$ cat config.mk
export PLATFORM = sky130hd
export DESIGN_NAME = bounded_ordered_list_flat
export DESIGN_NICKNAME = d
export VERILOG_FILES = /design/src/design/bol_pkg.sv /design/src/design/bol_if.sv /design/src/design/bol_ctrl.sv /design/src/design/bol_datapath.sv /design/src/design/bounded_ordered_list.sv /design/src/flat_wrapper.sv
export VERILOG_INCLUDE_DIRS = /design/src /design/src/design
export SDC_FILE = /design/constraint.sdc
export NUM_CORES = 1
export LEC_CHECK = 0
export BUFFER_PORTS_ARGS = -buffer_cell sky130_fd_sc_hd__clkbuf_2
export CELL_PAD_IN_SITES_DETAIL_PLACEMENT = 0
export CELL_PAD_IN_SITES_GLOBAL_PLACEMENT = 1
export CORE_MARGIN = 3
export CORE_UTILIZATION = 55
export CTS_CLUSTER_SIZE = 12
export DETAILED_ROUTE_END_ITERATION = 7
export PLACE_DENSITY = 0.91
export SLEW_MARGIN = 20
export SYNTH_ARGS = -nofsm -noshare
export SYNTH_HDL_FRONTEND = slang
export SYNTH_SLANG_ARGS = --single-unit
$ cat constraint.sdc
create_clock -name clk -period 10.2 [get_ports clk]
set_input_delay 1.02 -clock clk [delete_from_list [all_inputs] [get_ports clk]]
set_output_delay 1.02 -clock clk [all_outputs]
set_load 0.02 [all_outputs]
$ cat src/design/bounded_ordered_list_assert.svh
// Assertion helpers used by the list datapath.
`ifndef BOUNDED_ORDERED_LIST_ASSERT_SVH
`define BOUNDED_ORDERED_LIST_ASSERT_SVH

// Condition must hold at every edge out of reset.
`define BOL_ASSERT_ALWAYS(name, clk, rst_n, cond, msg) \
    name: assert property (@(posedge clk) disable iff (!rst_n) (cond)) else $error(msg);

// Consequent must hold in the same cycle as the antecedent.
`define BOL_ASSERT_IMPLY(name, clk, rst_n, ante, cons, msg) \
    name: assert property (@(posedge clk) disable iff (!rst_n) (ante) |-> (cons)) \
        else $error(msg);

`endif

$ cat src/design/bol_pkg.sv
`default_nettype none

package bol_pkg;

    localparam int DEF_CAPACITY = 16;

    localparam int MODE_W   = 3;
    localparam int POS_W    = 4;
    localparam int ELEM_W   = 8;
    localparam int STATUS_W = 3;
    localparam int FOUND_W  = 4;
    localparam int COUNT_W  = 5;

    localparam logic [ELEM_W-1:0] SPACE_CHAR = 8'd32;

    typedef enum logic [MODE_W-1:0] {
        MODE_APPEND    = 3'd0,
        MODE_OVERWRITE = 3'd1,
        MODE_REMOVE    = 3'd2,
        MODE_READ      = 3'd3,
        MODE_SEARCH    = 3'd4
    } mode_t;

    typedef enum logic [STATUS_W-1:0] {
        STAT_OK       = 3'd0,
        STAT_FULL     = 3'd1,
        STAT_EMPTY    = 3'd2,
        STAT_RANGE    = 3'd3,
        STAT_NOTFOUND = 3'd4
    } status_t;

    typedef enum logic [2:0] {
        S_IDLE,
        S_EXEC,
        S_READ,
        S_SEARCH,
        S_SHIFT_RD,
        S_SHIFT_WR,
        S_DONE
    } state_t;

    typedef enum logic [1:0] {
        WR_NONE,
        WR_APPEND,
        WR_POS,
        WR_SHIFT
    } wr_sel_t;

    typedef enum logic [1:0] {
        RD_HOLD,
        RD_POS,
        RD_NEXT,
        RD_FIRST
    } rd_sel_t;

    typedef enum logic [1:0] {
        IDX_HOLD,
        IDX_ZERO,
        IDX_POS,
        IDX_INC
    } idx_op_t;

    typedef enum logic [1:0] {
        OCC_HOLD,
        OCC_INC,
        OCC_DEC
    } occ_op_t;

    typedef enum logic [1:0] {
        DATA_ZERO,
        DATA_SPACE,
        DATA_MEM
    } data_sel_t;

    typedef struct packed {
        logic      idle;
        wr_sel_t   wr_sel;
        rd_sel_t   rd_sel;
        idx_op_t   idx_op;
        occ_op_t   occ_op;
        logic      res_we;
        status_t   res_status;
        data_sel_t res_data;
        logic      res_found;
        logic      push;
    } cmd_t;

    typedef struct packed {
        logic  req_valid;
        mode_t mode;
        logic  empty;
        logic  full;
        logic  pos_bad;
        logic  idx_last;
        logic  match;
        logic  out_busy;
    } stat_t;

endpackage

`default_nettype wire

$ cat src/design/bol_if.sv
`default_nettype none

interface bol_req_if;
    import bol_pkg::*;

    logic              valid;
    logic              ready;
    logic [MODE_W-1:0] mode;
    logic [POS_W-1:0]  position;
    logic [ELEM_W-1:0] element;

    modport source (output valid, mode, position, element, input ready);
    modport sink   (input valid, mode, position, element, output ready);
endinterface

interface bol_rsp_if;
    import bol_pkg::*;

    logic                valid;
    logic                ready;
    logic [STATUS_W-1:0] status;
    logic [ELEM_W-1:0]   read_data;
    logic [FOUND_W-1:0]  found_index;
    logic [COUNT_W-1:0]  entry_count;
    logic                is_empty;
    logic                is_full;

    modport source (output valid, status, read_data, found_index, entry_count,
                    is_empty, is_full, input ready);
    modport sink   (input valid, status, read_data, found_index, entry_count,
                    is_empty, is_full, output ready);
endinterface

`default_nettype wire

$ cat src/design/bol_ctrl.sv
`default_nettype none

module bol_ctrl (
    input  wire logic           clk,
    input  wire logic           rst_n,
    input  wire bol_pkg::stat_t stat,
    output bol_pkg::cmd_t       cmd
);
    import bol_pkg::*;

    state_t state_reg;
    state_t state_next;

    always_ff @(posedge clk or negedge rst_n)
    begin
        if (!rst_n)
        begin
            state_reg <= S_IDLE;
        end
        else
        begin
            state_reg <= state_next;
        end
    end

    always_comb
    begin
        state_next     = state_reg;
        cmd.idle       = 1'b0;
        cmd.wr_sel     = WR_NONE;
        cmd.rd_sel     = RD_HOLD;
        cmd.idx_op     = IDX_HOLD;
        cmd.occ_op     = OCC_HOLD;
        cmd.res_we     = 1'b0;
        cmd.res_status = STAT_OK;
        cmd.res_data   = DATA_ZERO;
        cmd.res_found  = 1'b0;
        cmd.push       = 1'b0;

        unique case (state_reg)
            S_IDLE:
            begin
                cmd.idle = 1'b1;
                if (stat.req_valid)
                begin
                    state_next = S_EXEC;
                end
            end

            S_EXEC:
            begin
                // error cases, append, overwrite and unused modes finish here
                cmd.res_we = 1'b1;
                state_next = S_DONE;
                unique case (stat.mode)
                    MODE_APPEND:
                    begin
                        if (stat.full)
                        begin
                            cmd.res_status = STAT_FULL;
                        end
                        else
                        begin
                            cmd.wr_sel = WR_APPEND;
                            cmd.occ_op = OCC_INC;
                        end
                    end
                    MODE_OVERWRITE:
                    begin
                        if (stat.empty)
                        begin
                            cmd.res_status = STAT_EMPTY;
                        end
                        else if (stat.pos_bad)
                        begin
                            cmd.res_status = STAT_RANGE;
                        end
                        else
                        begin
                            cmd.wr_sel = WR_POS;
                        end
                    end
                    MODE_REMOVE:
                    begin
                        if (stat.empty)
                        begin
                            cmd.res_status = STAT_EMPTY;
                        end
                        else if (stat.pos_bad)
                        begin
                            cmd.res_status = STAT_RANGE;
                        end
                        else
                        begin
                            cmd.res_we = 1'b0;
                            cmd.idx_op = IDX_POS;
                            state_next = S_SHIFT_RD;
                        end
                    end
                    MODE_READ:
                    begin
                        if (stat.empty)
                        begin
                            cmd.res_status = STAT_EMPTY;
                            cmd.res_data   = DATA_SPACE;
                        end
                        else if (stat.pos_bad)
                        begin
                            cmd.res_status = STAT_RANGE;
                            cmd.res_data   = DATA_SPACE;
                        end
                        else
                        begin
                            cmd.res_we = 1'b0;
                            cmd.rd_sel = RD_POS;
                            state_next = S_READ;
                        end
                    end
                    MODE_SEARCH:
                    begin
                        if (stat.empty)
                        begin
                            cmd.res_status = STAT_EMPTY;
                        end
                        else
                        begin
                            cmd.res_we = 1'b0;
                            cmd.rd_sel = RD_FIRST;
                            cmd.idx_op = IDX_ZERO;
                            state_next = S_SEARCH;
                        end
                    end
                    default:
                    begin
                        // unused codes: report count and flags only
                        cmd.res_status = STAT_OK;
                    end
                endcase
            end

            S_READ:
            begin
                cmd.res_we   = 1'b1;
                cmd.res_data = DATA_MEM;
                state_next   = S_DONE;
            end

            S_SEARCH:
            begin
                // read data belongs to entry idx
                if (stat.match)
                begin
                    cmd.res_we    = 1'b1;
                    cmd.res_found = 1'b1;
                    state_next    = S_DONE;
                end
                else if (stat.idx_last)
                begin
                    cmd.res_we     = 1'b1;
                    cmd.res_status = STAT_NOTFOUND;
                    state_next     = S_DONE;
                end
                else
                begin
                    cmd.rd_sel = RD_NEXT;
                    cmd.idx_op = IDX_INC;
                end
            end

            S_SHIFT_RD:
            begin
                if (stat.idx_last)
                begin
                    cmd.occ_op = OCC_DEC;
                    cmd.res_we = 1'b1;
                    state_next = S_DONE;
                end
                else
                begin
                    cmd.rd_sel = RD_NEXT;
                    state_next = S_SHIFT_WR;
                end
            end

            S_SHIFT_WR:
            begin
                cmd.wr_sel = WR_SHIFT;
                cmd.idx_op = IDX_INC;
                state_next = S_SHIFT_RD;
            end

            S_DONE:
            begin
                if (!stat.out_busy)
                begin
                    cmd.push   = 1'b1;
                    state_next = S_IDLE;
                end
            end

            default:
            begin
                state_next = S_IDLE;
            end
        endcase
    end

endmodule

`default_nettype wire

$ cat src/design/bol_datapath.sv
`default_nettype none
`include "bounded_ordered_list_assert.svh"

module bol_datapath #(
    parameter int CAPACITY = bol_pkg::DEF_CAPACITY
) (
    input  wire logic          clk,
    input  wire logic          rst_n,
    bol_req_if.sink            req,
    bol_rsp_if.source          rsp,
    input  wire bol_pkg::cmd_t cmd,
    output bol_pkg::stat_t     stat
);
    import bol_pkg::*;

    localparam int AW   = $clog2(CAPACITY);
    localparam int OW   = $clog2(CAPACITY + 1);
    localparam int CMPW = AW + 1;

    localparam logic [OW-1:0] OCC_MAX = OW'(CAPACITY);

    logic [ELEM_W-1:0] mem [CAPACITY];

    logic [MODE_W-1:0]   req_mode_reg;
    logic [POS_W-1:0]    req_pos_reg;
    logic [ELEM_W-1:0]   req_elem_reg;
    logic [OW-1:0]       occ_reg;
    logic [OW-1:0]       occ_next;
    logic [AW-1:0]       idx_reg;
    logic [AW-1:0]       idx_next;
    logic [ELEM_W-1:0]   rd_data_reg;
    status_t             res_status_reg;
    logic [ELEM_W-1:0]   res_data_reg;
    logic [FOUND_W-1:0]  res_found_reg;
    logic                out_valid_reg;
    status_t             out_status_reg;
    logic [ELEM_W-1:0]   out_data_reg;
    logic [FOUND_W-1:0]  out_found_reg;
    logic [COUNT_W-1:0]  out_count_reg;
    logic                out_empty_reg;
    logic                out_full_reg;

    logic                load;
    logic [AW-1:0]       pos_addr;
    logic [AW-1:0]       rd_addr;
    logic [AW-1:0]       wr_addr;
    logic [ELEM_W-1:0]   wr_data;
    logic                wr_en;
    logic [CMPW-1:0]     idx_succ;
    logic [ELEM_W-1:0]   res_data_mux;
    logic                occ_empty;
    logic                occ_full;

    assign load      = req.valid && cmd.idle;
    assign req.ready = cmd.idle;
    assign pos_addr  = AW'(req_pos_reg);
    assign idx_succ  = CMPW'(idx_reg) + CMPW'(1);
    assign occ_empty = (occ_reg == '0);
    assign occ_full  = (occ_reg == OCC_MAX);

    always_ff @(posedge clk)
    begin
        if (load)
        begin
            req_mode_reg <= req.mode;
            req_pos_reg  <= req.position;
            req_elem_reg <= req.element;
        end
    end

    always_comb
    begin
        case (cmd.rd_sel)
            RD_POS:   rd_addr = pos_addr;
            RD_NEXT:  rd_addr = idx_reg + AW'(1);
            RD_FIRST: rd_addr = '0;
            default:  rd_addr = idx_reg;
        endcase
    end

    always_comb
    begin
        wr_en   = 1'b1;
        wr_addr = idx_reg;
        wr_data = req_elem_reg;
        case (cmd.wr_sel)
            WR_APPEND: wr_addr = AW'(occ_reg);
            WR_POS:    wr_addr = pos_addr;
            WR_SHIFT:  wr_data = rd_data_reg;
            default:   wr_en   = 1'b0;
        endcase
    end

    always_ff @(posedge clk)
    begin
        rd_data_reg <= mem[rd_addr];
        if (wr_en)
        begin
            mem[wr_addr] <= wr_data;
        end
    end

    always_comb
    begin
        case (cmd.idx_op)
            IDX_ZERO: idx_next = '0;
            IDX_POS:  idx_next = pos_addr;
            IDX_INC:  idx_next = idx_reg + AW'(1);
            default:  idx_next = idx_reg;
        endcase
    end

    always_ff @(posedge clk)
    begin
        idx_reg <= idx_next;
    end

    always_comb
    begin
        case (cmd.occ_op)
            OCC_INC: occ_next = occ_reg + OW'(1);
            OCC_DEC: occ_next = occ_reg - OW'(1);
            default: occ_next = occ_reg;
        endcase
    end

    always_ff @(posedge clk or negedge rst_n)
    begin
        if (!rst_n)
        begin
            occ_reg <= '0;
        end
        else
        begin
            occ_reg <= occ_next;
        end
    end

    always_comb
    begin
        case (cmd.res_data)
            DATA_SPACE: res_data_mux = SPACE_CHAR;
            DATA_MEM:   res_data_mux = rd_data_reg;
            default:    res_data_mux = '0;
        endcase
    end

    always_ff @(posedge clk)
    begin
        if (cmd.res_we)
        begin
            res_status_reg <= cmd.res_status;
            res_data_reg   <= res_data_mux;
            res_found_reg  <= cmd.res_found ? FOUND_W'(idx_reg) : '0;
        end
    end

    // output register: the next request is taken while a result waits here
    always_ff @(posedge clk or negedge rst_n)
    begin
        if (!rst_n)
        begin
            out_valid_reg <= 1'b0;
        end
        else if (cmd.push)
        begin
            out_valid_reg <= 1'b1;
        end
        else if (rsp.ready)
        begin
            out_valid_reg <= 1'b0;
        end
    end

    always_ff @(posedge clk)
    begin
        if (cmd.push)
        begin
            out_status_reg <= res_status_reg;
            out_data_reg   <= res_data_reg;
            out_found_reg  <= res_found_reg;
            out_count_reg  <= COUNT_W'(occ_reg);
            out_empty_reg  <= occ_empty;
            out_full_reg   <= occ_full;
        end
    end

    assign rsp.valid       = out_valid_reg;
    assign rsp.status      = out_status_reg;
    assign rsp.read_data   = out_data_reg;
    assign rsp.found_index = out_found_reg;
    assign rsp.entry_count = out_count_reg;
    assign rsp.is_empty    = out_empty_reg;
    assign rsp.is_full     = out_full_reg;

    assign stat.req_valid = req.valid;
    assign stat.mode      = mode_t'(req_mode_reg);
    assign stat.empty     = occ_empty;
    assign stat.full      = occ_full;
    assign stat.pos_bad   = {{OW{1'b0}}, req_pos_reg} >= {{POS_W{1'b0}}, occ_reg};
    assign stat.idx_last  = idx_succ >= CMPW'(occ_reg);
    assign stat.match     = (rd_data_reg == req_elem_reg);
    assign stat.out_busy  = out_valid_reg && !rsp.ready;

    `BOL_ASSERT_ALWAYS(a_occ_bound, clk, rst_n, occ_reg <= OCC_MAX, "occupancy above capacity")
    `BOL_ASSERT_IMPLY(a_append_room, clk, rst_n, cmd.wr_sel == WR_APPEND, !occ_full,
                      "append while full")
    `BOL_ASSERT_IMPLY(a_push_free, clk, rst_n, cmd.push, !stat.out_busy,
                      "result pushed over a held beat")
    `BOL_ASSERT_IMPLY(a_shift_range, clk, rst_n, cmd.wr_sel == WR_SHIFT,
                      idx_succ < CMPW'(occ_reg), "shift past last entry")

endmodule

`default_nettype wire

$ cat src/design/bounded_ordered_list.sv
// Bounded ordered list of bytes with CAPACITY entries.
// req channel: one beat per request (mode, position, element); modes are
// append, overwrite, remove, read and search. rsp channel: exactly one beat
// per request with status, read_data, found_index, entry_count, is_empty
// and is_full; entry_count and the flags reflect the list after the request.
// Requests are handled one at a time by a small sequencer over a single
// one-write/one-read entry memory with registered read data.
// Each request runs IDLE, EXEC and DONE; append, overwrite, unused modes
// and any error need nothing more. Read adds a READ state after EXEC.
// Search walks the entries in SEARCH until a match or the last of them
// (1..count entries examined). Remove moves each of the count - 1 - position
// later entries down one place through SHIFT_RD and SHIFT_WR, then ends on SHIFT_RD.
// The shift and scan loops run through the single memory port.
// The result beat turns valid as the sequencer returns to IDLE, so a ready
// receiver takes it at the same edge that can accept the next request.
// The result sits in an output register: the next request is accepted while
// it waits; a stalled receiver only holds up the request after that.
// Reset (rst_n low, asynchronous) empties the list at once; entries are not
// cleared, as data is only ever used from occupied positions.
`default_nettype none

module bounded_ordered_list #(
    parameter int CAPACITY = bol_pkg::DEF_CAPACITY
) (
    input wire logic  clk,
    input wire logic  rst_n,
    bol_req_if.sink   req,
    bol_rsp_if.source rsp
);
    import bol_pkg::*;

    cmd_t  cmd;
    stat_t stat;

    bol_ctrl u_ctrl (
        .clk   (clk),
        .rst_n (rst_n),
        .stat  (stat),
        .cmd   (cmd)
    );

    bol_datapath #(
        .CAPACITY (CAPACITY)
    ) u_datapath (
        .clk   (clk),
        .rst_n (rst_n),
        .req   (req),
        .rsp   (rsp),
        .cmd   (cmd),
        .stat  (stat)
    );

endmodule

`default_nettype wire

$ cat src/flat_wrapper.sv
// flat-port wrapper written by rule: the top's interface ports become plain ports
module bounded_ordered_list_flat import bol_pkg::*;
#(
    parameter int CAPACITY = bol_pkg::DEF_CAPACITY
)
  (clk, rst_n, req_valid, req_mode, req_position, req_element, req_ready, rsp_valid, rsp_status, rsp_read_data, rsp_found_index, rsp_entry_count, rsp_is_empty, rsp_is_full, rsp_ready);
  bol_req_if req_i ();
  bol_rsp_if rsp_i ();
  input wire logic clk;
  input wire logic rst_n;
  input wire logic [$bits(req_i.valid)-1:0] req_valid;
  input wire logic [$bits(req_i.mode)-1:0] req_mode;
  input wire logic [$bits(req_i.position)-1:0] req_position;
  input wire logic [$bits(req_i.element)-1:0] req_element;
  output wire logic [$bits(req_i.ready)-1:0] req_ready;
  output wire logic [$bits(rsp_i.valid)-1:0] rsp_valid;
  output wire logic [$bits(rsp_i.status)-1:0] rsp_status;
  output wire logic [$bits(rsp_i.read_data)-1:0] rsp_read_data;
  output wire logic [$bits(rsp_i.found_index)-1:0] rsp_found_index;
  output wire logic [$bits(rsp_i.entry_count)-1:0] rsp_entry_count;
  output wire logic [$bits(rsp_i.is_empty)-1:0] rsp_is_empty;
  output wire logic [$bits(rsp_i.is_full)-1:0] rsp_is_full;
  input wire logic [$bits(rsp_i.ready)-1:0] rsp_ready;
  assign req_i.valid = req_valid;
  assign req_i.mode = req_mode;
  assign req_i.position = req_position;
  assign req_i.element = req_element;
  assign req_ready = req_i.ready;
  assign rsp_valid = rsp_i.valid;
  assign rsp_status = rsp_i.status;
  assign rsp_read_data = rsp_i.read_data;
  assign rsp_found_index = rsp_i.found_index;
  assign rsp_entry_count = rsp_i.entry_count;
  assign rsp_is_empty = rsp_i.is_empty;
  assign rsp_is_full = rsp_i.is_full;
  assign rsp_i.ready = rsp_ready;
  bounded_ordered_list #(.CAPACITY(CAPACITY)) u_core (.clk(clk), .rst_n(rst_n), .req(req_i), .rsp(rsp_i));
endmodule
---- Yosys cells after proc, flatten, opt, wreduce, memory -nomap -nowiden ----
Memories as Yosys holds them, arrays and structs flattened. A register that Yosys moved wholly into a read port is not among the register bits.
Cells that the tools add are included.
storage, ports and cells
  output and inout bits ................... 24
  register bits after elaboration ......... 65
  bits in read-only memories .............. 0
  input bits .............................. 19
  latch bits .............................. 0
  memory bits (writable) .................. 128
  memories kept ........................... 1
  word-level logic and storage cells ...... 128
cells by class
  magnitude comparators ................... 2
  multipliers ............................. 0
  shift-type cells ........................ 0
  reduce and logical (&&, ||, !) cells .... 13
  bitwise logic cells ..................... 0
  div/mod/pow operators ................... 0
  eq/ne operators ......................... 28
  muxes and demuxes ....................... 64
  add/sub/neg operators ................... 4
memory list
  memory                 depth  bits a word  rd ports  clocked after Yosys merged registers in  write ports  RTL line            RTL
  u_core.u_datapath.mem  16     8            1         1                                        1            bol_datapath.sv:22  logic [ELEM_W-1:0] mem [CAPACITY];
operators with widths
  operator                                                          count
  3-bit two-way mux                                                 10
  4-bit two-way mux                                                 6
  2-bit one-hot mux with 2 select lines                             6
  4-bit one-hot mux with 3 select lines                             2
  3-bit one-hot mux with 7 select lines                             1
  2-bit two-way mux                                                 10
  1-bit two-way mux                                                 18
  2-bit == test (second input constant)                             8
  8-bit one-hot mux with 2 select lines                             1
  3-bit by 2-bit == test with 1-bit output (second input constant)  4
  3-bit == test (second input constant)                             4
  2-bit one-hot mux with 3 select lines                             2
  3-bit one-hot mux with 4 select lines                             1
  2-bit by 1-bit == test with 1-bit output (second input constant)  5
  5-bit one-hot mux with 2 select lines                             1
  3-bit one-hot mux with 3 select lines                             1
  8-bit == test                                                     1
  8-bit two-way mux                                                 1
  4-bit one-hot mux with 2 select lines                             1
  3-bit by 1-bit == test with 1-bit output (second input constant)  2
  3-bit logical NOT                                                 2
  3-bit one-hot mux with 2 select lines                             1
  4-bit by 1-bit adder with 5-bit output (second input constant)    1
  5-bit by 1-bit adder with 5-bit output (second input constant)    1
  other kinds (17)                                                  21

---- Logic depth before layout (Yosys ltp) ----
Gate-level depths: netlist of the first run.
  depth after elaboration ................. 10
  mapped depth ............................ 18
  mapped depth without buffers ............ 17

---- Modules after synthesis ----
A second synthesis of the first run with hierarchy kept.
unflattened totals
  cell total of the unflattened synthesis .. 648
  area, all modules ....................... 8,687.1 um2
modules (own cells, without submodules)
  module        area each (um2)  cells an instance  sequential area each (um2)  instances
  bol_datapath  8,186.6          576                5,835.6                     1
  bol_ctrl      500.5            72                 75.1                        1

---- Worst setup path after synthesis of the first run ----
Ideal clock, no wire load.
  kind .................................... reg2reg
  from .................................... register u_core.u_datapath.occ_reg[1]
  to ...................................... memory u_core.u_datapath.mem[4][0], enable pin
  stages on the path, launching flop included .. 14
  data required time ...................... 9.830 ns
  clock period less this slack ............ 3.431 ns
  setup time .............................. 0.370 ns
  setup slack ............................. 6.769 ns
  arrival time ............................ 3.061 ns
  path buffers ............................ 1
  path through ............................ dfrtp_1 > inv_1 > ha_1 > o211ai_1 > o21ai_1 > o21a_4 > nor4b_1 > o21ai_0 > ha_1 > clkbuf_1 > a21oi_1 > nor2b_1 > nand2_1 > nor2_1
on the way
  longest elaborated chain between the ends .. 10
  elaborated cells on any way between the ends .. 16
  those cells by class .................... order compare: 1; eq/ne: 4; mux: 9; reduce/logical: 2
RTL lines
  item                                                                       RTL line             RTL
  from (decl)                                                                bol_datapath.sv:27   logic [OW-1:0] occ_reg;
  from (signal assigned)                                                     bol_datapath.sv:135  occ_reg <= occ_next;
  4-bit by 5-bit greater-or-equal comparator with 1-bit output               bol_datapath.sv:200  assign stat.pos_bad = {{OW{1'b0}}, req_pos_reg} >= {{POS_W{1'b0}}, occ_reg};
  2-bit two-way mux                                                          bol_ctrl.sv:74       else if (stat.pos_bad)
  2-bit two-way mux                                                          bol_ctrl.sv:70       if (stat.empty)
  2-bit one-hot mux with 2 select lines                                      bol_ctrl.sv:55       unique case (stat.mode)
  2-bit one-hot mux with 2 select lines                                      bol_ctrl.sv:40       unique case (state_reg)
  2-bit == test or 2-bit by 1-bit == test with 1-bit output (tied branches)  bol_datapath.sv:86   case (cmd.wr_sel)
  3-bit OR reduction (no source line)                                        --
  1-bit two-way mux                                                          bol_datapath.sv:86
  1-bit two-way mux                                                          bol_datapath.sv:97   if (wr_en)
  1-bit two-way mux (not written as such)                                    bol_datapath.sv:99   mem[wr_addr] <= wr_data;
  to (decl)                                                                  bol_datapath.sv:22
Parallel ways exist; a longest one is shown, timed or not.

---- Final worst setup path of the first run ----
  from .................................... register u_core.u_datapath.idx_reg[0]
  to ...................................... register u_core.u_datapath.rd_data_reg[2] (read register of u_core.u_datapath.mem)
on the way
  longest elaborated chain between the ends .. 7
  elaborated cells on any way between the ends .. 11
  those cells by class .................... add/sub: 2; order compare: 1; eq/ne: 3; mux: 5
RTL lines
  item                                                                       RTL line             RTL
  from (decl)                                                                bol_datapath.sv:29   logic [AW-1:0] idx_reg;
  from (signal assigned)                                                     bol_datapath.sv:115  idx_reg <= idx_next;
  4-bit by 1-bit adder with 5-bit output                                     bol_datapath.sv:57   assign idx_succ = CMPW'(idx_reg) + CMPW'(1);
  5-bit greater-or-equal comparator                                          bol_datapath.sv:201  assign stat.idx_last = idx_succ >= CMPW'(occ_reg);
  4-bit two-way mux                                                          bol_ctrl.sv:157      else if (stat.idx_last)
  4-bit two-way mux                                                          bol_ctrl.sv:151      if (stat.match)
  2-bit one-hot mux with 3 select lines                                      bol_ctrl.sv:40
  2-bit == test or 2-bit by 1-bit == test with 1-bit output (tied branches)  bol_datapath.sv:73   case (cmd.rd_sel)
  4-bit one-hot mux with 3 select lines (*)                                  bol_datapath.sv:73
  to (decl)                                                                  bol_datapath.sv:31   logic [ELEM_W-1:0] rd_data_reg;
Mark *: on every way between the ends. The rest lies on a longest branch, timed or not.
A chain may end at the register's enable or synchronous reset.

==> flow_summary.ini, run 1 <==
[status]
outcome = completed

[worst_setup_path]
worstRegToRegCells = 12
cp.arrival_ps = 5070
worst_setup_path_end_kind = flop
cp_common_cell = sky130_fd_sc_hd__ha_1
crit_chain = ha_1, xor2_1, ha_1, o21a_1, o21ai_0, o21bai_2, a21oi_2, o211a_1, o211ai_1, o22a_1, o221ai_1, a211o_1
crit-reg2reg-launch = u_core.u_datapath.idx_reg[0]
path_depth = 12
kind_of_cell_adding_the_most_delay_to_the_critical_path = compound AO/OA/AOI/OAI gates
setup_crit_path_kind = reg -> reg
origin_of_the_worst_setup_path = u_core.u_datapath.idx_reg[0]
critPathRequiredTime_ps = 10640
crit_fanout = 26
crit_path_top_delay_cell = sky130_fd_sc_hd__o211a_1
critical_path.startpoint_type = flop
setup_crit_end = u_core.u_datapath.rd_data_reg[2]
timing.critical_path.buf_inv = 0
r2r_endpoint = u_core.u_datapath.rd_data_reg[2]
critical-path-max-stage-delay_ps = 850
regToRegSetupSlack_ps = 5560

[place]
dp_hpwl_mm = 13.13
port_buffers = 42
placed_area_um2 = 9209
dp_slack_ps = 5701
gp_congestion = 0.9033

[synthesis]
yosys_warnings = 0
synth-seq-cells = 201
synth.distinct_cells = 66
synth_fp_nets = 657
post_synth_instance_area_um2 = 8840
asyncSetResetFlopFracSynth = 0.04478
postSynthCellCount = 617
synth.top_cell.area_share = 0.6251
postSynth.topFlopCell = sky130_fd_sc_hd__edfxtp_1
synth_area_leader_cell = sky130_fd_sc_hd__edfxtp_1
synthTopCellsByArea = sky130_fd_sc_hd__edfxtp_1, sky130_fd_sc_hd__mux2i_1, sky130_fd_sc_hd__ha_1
syn_avg_cell_area_um2 = 14.33
seq_area_frac_synth = 0.6686
synth-edff-count = 184

[clock_network]
cts_inserted_buffers = 22
clk_root_buffer_cell = sky130_fd_sc_hd__clkbuf_16
clockBufferDepth = 3
cts_setup_buffers = 0
path_clk_slew_ps = 60
cts-resized-gates = 0
cts.hold.buffers_added = 0
cts_tree = built
later_pin_clock_latency_in_the_skew_report_ps = 510
htreeDepth = 1
clock_sinks = 201

[global_routing]
groute.usage.overall = 0.2129
first_pass_grt_wire_length_mm = 29.39
globalRoute.totalOverflow = 0
first_global_vias = 5262
number_of_antenna_violations_at_the_first_check_in_global_routing = 0
grt_max_degree = 73

[sta]
number_of_max_slew_violations_in_the_final_report = 0
final_period_minus_worst_setup_slack_ps = 4638
maxClockFrequency_ghz = 0.2156
fin_crit_sh = 0.4547
worstMarginPinSlew_ps = 959.0
setup_violations = 0
fin_ws_ps = 5562
final_total_negative_setup_slack_ps = 0
rsz0062_at_grt = false
timing.clock.skew_ps = 13.64
timing.max_slew.rel_slack = 0.3607
finalHoldViolCount = 0

[finish]
antennaDiodeCount = 0
finalInstanceArea_um2 = 9960
signed_area_change_from_the_synthesized_netlist_to_the_final_layout_pct = 12.67
drive_above_1_share = 0.1487
nets = 703
multi_input_area_um2 = 2758
area.sequential_um2 = 5911
largest_register_ffs = 128
largest-register = u_core.u_datapath.mem
fillCellCount = 1057

[pwr]
psw_uw = 1115
power_density_over_the_cells_nw_per_um2 = 312.7
seq_power_share = 0.389
share_comb_of_total_power = 0.363
pwr-share-clk = 0.248
power_report.internal_total_uw = 2000
static-leakage-power_uw = 0.003644
power_switching_share = 0.3580
peakVddDrop_mv = 0.1559

[detailed_routing]
first_pass_iters = 7
drt_drc_violations_left = 0
route.met2.wl_mm = 8.637
post_drt_via_cell_ratio = 6.051
antenna_violating_nets_post_route = 0
route.final.wire_length_mm = 18.77
topRoutingLayerUsed = met4
met3RoutedLength_mm = 1.573
wire_per_inst_um = 21.09
initialDrtViolationCount = 524
met1_length_mm = 8.184
vias = 5385

[floorplan]
initial_cell_density_of_the_core = 0.5709
design.portCount = 43
die_w_um = 132.8
core-area_um2 = 15480
num_rows = 45
die_h_um = 132.8
dieArea_um2 = 17630

[run]
maxCapViolations = 0

[worst_hold_path]
min-delay-path-class = in -> async
## per-layer routing
layer,vias up,GRT usage
met5,-,0
met4,0,0.06062
met3,35,0.03878
met2,275,0.3330
met1,2627,0.3100
li1,2448,-
## cell type report
cell class	instances	share of cell area
sequential	201	0.5935
tap	211	0.02651
clock buffer	34	0.06281
inverter	19	0.007161
timing repair buffer	43	0.02387
clock inverter	6	0.009296
multi-input combinational	376	0.2769
## worst min path at each step
| stage | from | end | slack [ps] | depth (start not counted) |
|---|---|---|---|---|
| after floorplan | u_core.u_datapath.res_found_reg[0] | u_core.u_datapath.rsp.found_index[0] | 400 | 0 |
| after global placement | u_core.u_datapath.res_found_reg[3] | u_core.u_datapath.rsp.found_index[3] | 400 | 0 |
| after detailed placement | u_core.u_datapath.res_data_reg[5] | u_core.u_datapath.rsp.read_data[5] | 410 | 0 |
| after CTS | rst_n | u_core.u_datapath.occ_reg[2] | 380 | 1 |
| after global routing | rst_n | u_core.u_datapath.occ_reg[3] | 390 | 1 |
| final | rst_n | u_core.u_datapath.occ_reg[2] | 380 | 1 |
## cells in the mapped netlist (5+ instances only)
cell type and count:
sky130_fd_sc_hd__edfxtp_1 184, sky130_fd_sc_hd__mux2i_1 56, sky130_fd_sc_hd__nand2_1 49, sky130_fd_sc_hd__nor2_1 36
sky130_fd_sc_hd__a21oi_1 28, sky130_fd_sc_hd__ha_1 20, sky130_fd_sc_hd__inv_1 18, sky130_fd_sc_hd__o21ai_0 18
sky130_fd_sc_hd__nand2b_1 15, sky130_fd_sc_hd__xnor2_1 13, sky130_fd_sc_hd__clkbuf_1 11, sky130_fd_sc_hd__dfrtp_1 9
sky130_fd_sc_hd__nand3_1 9, sky130_fd_sc_hd__o221ai_1 9, sky130_fd_sc_hd__a211o_1 8, sky130_fd_sc_hd__a221oi_1 8
sky130_fd_sc_hd__and2_1 8, sky130_fd_sc_hd__dfxtp_1 8, sky130_fd_sc_hd__mux2_2 8, sky130_fd_sc_hd__o211ai_1 8
sky130_fd_sc_hd__o22a_1 8, sky130_fd_sc_hd__nor3_1 7, sky130_fd_sc_hd__o21a_1 6, sky130_fd_sc_hd__a22oi_1 5
sky130_fd_sc_hd__buf_2 5, sky130_fd_sc_hd__nor2b_1 5
## layout by cell type (no fill, tap or decap), drive strengths merged, types with 9 or more instances in the layout
cell type    n
nand3        9
inv         19
o211ai       9
o221ai       9
o21ai       22
ha          20
a21oi       29
clkbuf      76
dfrtp        9
edfxtp     184
nand2       49
xnor2       13
nand2b      16
nor2        37
mux2i       56
## metrics by stage
| step | instances | util | power, uW | hold slack, ps |
|---|---|---|---|---|
| final | 890 | 0.6432 | 3115 | 382.6 |
| after global routing | 890 | 0.6432 | 3269 | 387.0 |
| after CTS | 889 | 0.6411 | 3097 | 375.3 |
| after detailed placement | 849 | 0.5947 | 2319 | 405.4 |
| after global placement | 849 | 0.5947 | 2274 | 400.0 |
| after floorplan | 617 | - | 2048 | 400.3 |
## cell families after synthesis
group / count (synthesis) / share of synthesized area
compound gates: 123 / 0.1028
mux: 64 / 0.07360
simple gates: 152 / 0.08705
flops: 201 / 0.6686
xor+xnor: 16 / 0.01585
buf+inv: 40 / 0.02151
fa+ha+maj: 21 / 0.03057
## power by group through the flow
stage               logic, uW  clock network (uW)  registers (uW)
global placement         1060                   0            1220
CTS                      1100                 785            1210
global route             1220                 824            1230
finish                   1130                 773            1210
detailed placement       1090                   0            1230
floorplan                 838                   0            1210
Power figures use the tool's default switching activity.
==> run 2, diff against run 1 <==
--- a/config.mk
+++ b/config.mk
@@ -6,14 +6,15 @@
 export SDC_FILE = /design/constraint.sdc
 export NUM_CORES = 1
 export LEC_CHECK = 0
+export ABC_AREA = 1
 export BUFFER_PORTS_ARGS = -buffer_cell sky130_fd_sc_hd__clkbuf_2
 export CELL_PAD_IN_SITES_DETAIL_PLACEMENT = 0
 export CELL_PAD_IN_SITES_GLOBAL_PLACEMENT = 1
 export CORE_MARGIN = 3
-export CORE_UTILIZATION = 55
+export CORE_UTILIZATION = 49
 export CTS_CLUSTER_SIZE = 12
 export DETAILED_ROUTE_END_ITERATION = 7
-export PLACE_DENSITY = 0.91
+export PLACE_DENSITY = 0.86
 export SLEW_MARGIN = 20
 export SYNTH_ARGS = -nofsm -noshare
 export SYNTH_HDL_FRONTEND = slang
==> constraint.sdc (replaced) <==
create_clock -name clk -period 4.5 [get_ports clk]
set_input_delay 0.45 -clock clk [delete_from_list [all_inputs] [get_ports clk]]
set_output_delay 0.45 -clock clk [all_outputs]
set_load 0.02 [all_outputs]
==> run 2 against run 1 <==
Against the previous run:
- critical path depth grew 4
- design area grew 6.5%
- non-clock buffer count rose by 13
==> flow_summary.ini, run 2 <==
[floorplan]
core-area_um2 = 18960
die_h_um = 145.6
initial_cell_density_of_the_core = 0.5038
design.portCount = 43
num_rows = 50
die_w_um = 145.6
dieArea_um2 = 21200

[synthesis]
postSynthCellCount = 889
postSynth.topFlopCell = sky130_fd_sc_hd__edfxtp_1
synth_area_leader_cell = sky130_fd_sc_hd__edfxtp_1
syn_avg_cell_area_um2 = 10.74
synth-seq-cells = 201
yosys_warnings = 0
synthTopCellsByArea = sky130_fd_sc_hd__edfxtp_1, sky130_fd_sc_hd__nand2_1, sky130_fd_sc_hd__nand3_1
synth_fp_nets = 929
synth.top_cell.area_share = 0.5786
seq_area_frac_synth = 0.6190
yosysMostFrequentCell = sky130_fd_sc_hd__nand2_1
asyncSetResetFlopFracSynth = 0.04478
synth.distinct_cells = 44
post_synth_instance_area_um2 = 9549
netlist_top_cells_count = sky130_fd_sc_hd__nand2_1, sky130_fd_sc_hd__edfxtp_1, sky130_fd_sc_hd__inv_1
synth-edff-count = 184

[sta]
setup_violations = 0
timing.max_slew.rel_slack = 0.3395
fin_crit_sh = 0.9171
maxClockFrequency_ghz = 0.2423
number_of_max_slew_violations_in_the_final_report = 0
worstMarginPinSlew_ps = 990.6
final_period_minus_worst_setup_slack_ps = 4127
rsz0062_at_grt = false
timing.clock.skew_ps = 9.569
final_total_negative_setup_slack_ps = 0
finalHoldViolCount = 0

[worst_setup_path]
cp.arrival_ps = 4260
worst_setup_path_end_kind = flop
crit_fanout = 8
setup_crit_path_kind = reg -> reg
critPathRequiredTime_ps = 4630
regToRegSetupSlack_ps = 370
critical_path.startpoint_type = flop

[global_routing]
grt_util_met2 = 0.3300
grt.met3_usage = 0.02959
groute.layer.met1.usage = 0.2952
groute.usage.overall = 0.2039
number_of_antenna_violations_at_the_first_check_in_global_routing = 0
grt-busiest-layer = met2
first_global_vias = 6089
globalRoute.totalOverflow = 0
grt_max_degree = 65
first_pass_grt_wire_length_mm = 34.33

[clock_network]
clock_sinks = 201
cts_inserted_buffers = 22
later_pin_clock_latency_in_the_skew_report_ps = 500
htreeDepth = 1
path_clk_slew_ps = 60
clk_root_buffer_cell = sky130_fd_sc_hd__clkbuf_16
clockBufferDepth = 3
cts_tree = built

[finish]
largest-register = u_core.u_datapath.mem
fillCellCount = 1591
signed_area_change_from_the_synthesized_netlist_to_the_final_layout_pct = 11.09
antennaDiodeCount = 0
mostFrequentLayoutCells = sky130_fd_sc_hd__nand2_1, sky130_fd_sc_hd__edfxtp_1, sky130_fd_sc_hd__inv_1
leading_cell_type_in_the_layout_fill_and_taps_excluded = sky130_fd_sc_hd__nand2_1
nets = 979
largest_register_ffs = 128
drive_above_1_share = 0.1488
layoutNonFillerInstCount = 1214

[detailed_routing]
antenna_violating_nets_post_route = 0
route.final.wire_length_mm = 21.43
post_drt_via_cell_ratio = 5.180
drt_drc_violations_left = 0
initialDrtViolationCount = 570
wire_per_inst_um = 17.65
first_pass_iters = 5
vias = 6288

[pwr]
power_report.internal_total_uw = 4472
power_switching_share = 0.4293
psw_uw = 3365
share_comb_of_total_power = 0.447
peakVddDrop_mv = 0.4517
pwr-share-clk = 0.207
seq_power_share = 0.346
total_power_uw = 7836
static-leakage-power_uw = 0.004484
power_density_over_the_cells_nw_per_um2 = 738.7

[place]
gp_congestion = 0.8797
port_buffers = 42
dp_hpwl_mm = 14.43
post-place-cells = 1174

[run]
maxCapViolations = 0

[worst_hold_path]
min-delay-path-class = in -> reg

[status]
outcome = completed
## run 2: layout make-up
type	count	area (um^2)	share of cell area
Sequential cell	201	5911	0.5572
Multi-Input combinational cell	506	2808	0.2647
Clock buffer	32	608.1	0.05732
Inverter	152	578.1	0.05449
Timing Repair Buffer	56	330.3	0.03114
Tap cell	260	325.3	0.03067
Clock inverter	7	47.55	0.004482
## run 2: kinds of logic (layout without fill, tap and decap cells)
group                    count (synthesis)  in the layout  share of synthesized area
AO/OA/AOI/OAI                           47             47                    0.03040
XOR/XNOR                                 9              9                   0.008255
adder cells (fa/ha/maj)                 21             21                    0.02830
buffers and inverters                  182            247                    0.08831
flip-flops                             201            201                     0.6190
multiplexers                             5              5                   0.005896
AND/OR/NAND/NOR                        424            424                     0.2199
## run 2: final timing paths
check | start | to | depth (start not counted)
setup / recovery | u_core.u_datapath.occ_reg[3] | u_core.u_datapath.mem[3][0] | 16
hold / removal | req_element[7] | u_core.u_datapath.req_elem_reg[7] | 1
setup reg to reg | u_core.u_datapath.occ_reg[3] | u_core.u_datapath.mem[3][0] | 16
hold reg to reg | u_core.u_datapath.res_found_reg[2] | u_core.u_datapath.rsp.found_index[2] | 0
max in group asynchronous | rst_n | u_core.u_datapath.occ_reg[4] | 2
min in group asynchronous | rst_n | u_core.u_datapath.occ_reg[0] | 2
## run 2: stage by stage
stage	hold WS, ps	cell area, um^2	utilization	worst slack, ps
after CTS	106.8	10610	0.5595	429.4
after detailed placement	336.2	9940	0.5244	462.9
after global placement	332.8	9940	0.5244	635.8
after global routing	112.4	10610	0.5596	8.327
final	121.2	10610	0.5596	373.1
after floorplan	154.4	9549	-	1122
## run 2: worst max-delay path, cell delays in order, from the launching register on
cell and delay (ps):
sky130_fd_sc_hd__dfrtp_1 400, sky130_fd_sc_hd__inv_1 240, sky130_fd_sc_hd__ha_1 300, sky130_fd_sc_hd__nand2_1 70, sky130_fd_sc_hd__nand2_1 50, sky130_fd_sc_hd__nand2_1 110
sky130_fd_sc_hd__nand2_1 90, sky130_fd_sc_hd__nor2_1 240, sky130_fd_sc_hd__inv_1 140, sky130_fd_sc_hd__o31ai_1 390, sky130_fd_sc_hd__inv_1 130, sky130_fd_sc_hd__ha_1 290
sky130_fd_sc_hd__inv_1 160, sky130_fd_sc_hd__o221ai_1 140, sky130_fd_sc_hd__o21ai_0 160, sky130_fd_sc_hd__nand3_1 240, sky130_fd_sc_hd__nor2_1 590
## run 2: power by group through the flow
stage | Combinational (uW) | Sequential, uW | Clock, uW
after CTS | 3500 | 2710 | 1660
after global routing | 3920 | 2740 | 1740
final | 3500 | 2710 | 1620
after global placement | 3450 | 2740 | 0
after floorplan | 2570 | 2740 | 0
after detailed placement | 3470 | 2740 | 0
## run 2: what timing repair did
action,CTS,global route
hold endpoints to repair,9,0
hold buffers,1,0
setup buffers,0,0
resized for setup,0,1
setup endpoints to repair,0,8
## run 2: metal layers
metal	routed length, um	share of wire
met3	1502	0.070
met1	9493	0.44
met2	10040	0.47
met4	388	0.018
met5	0	0
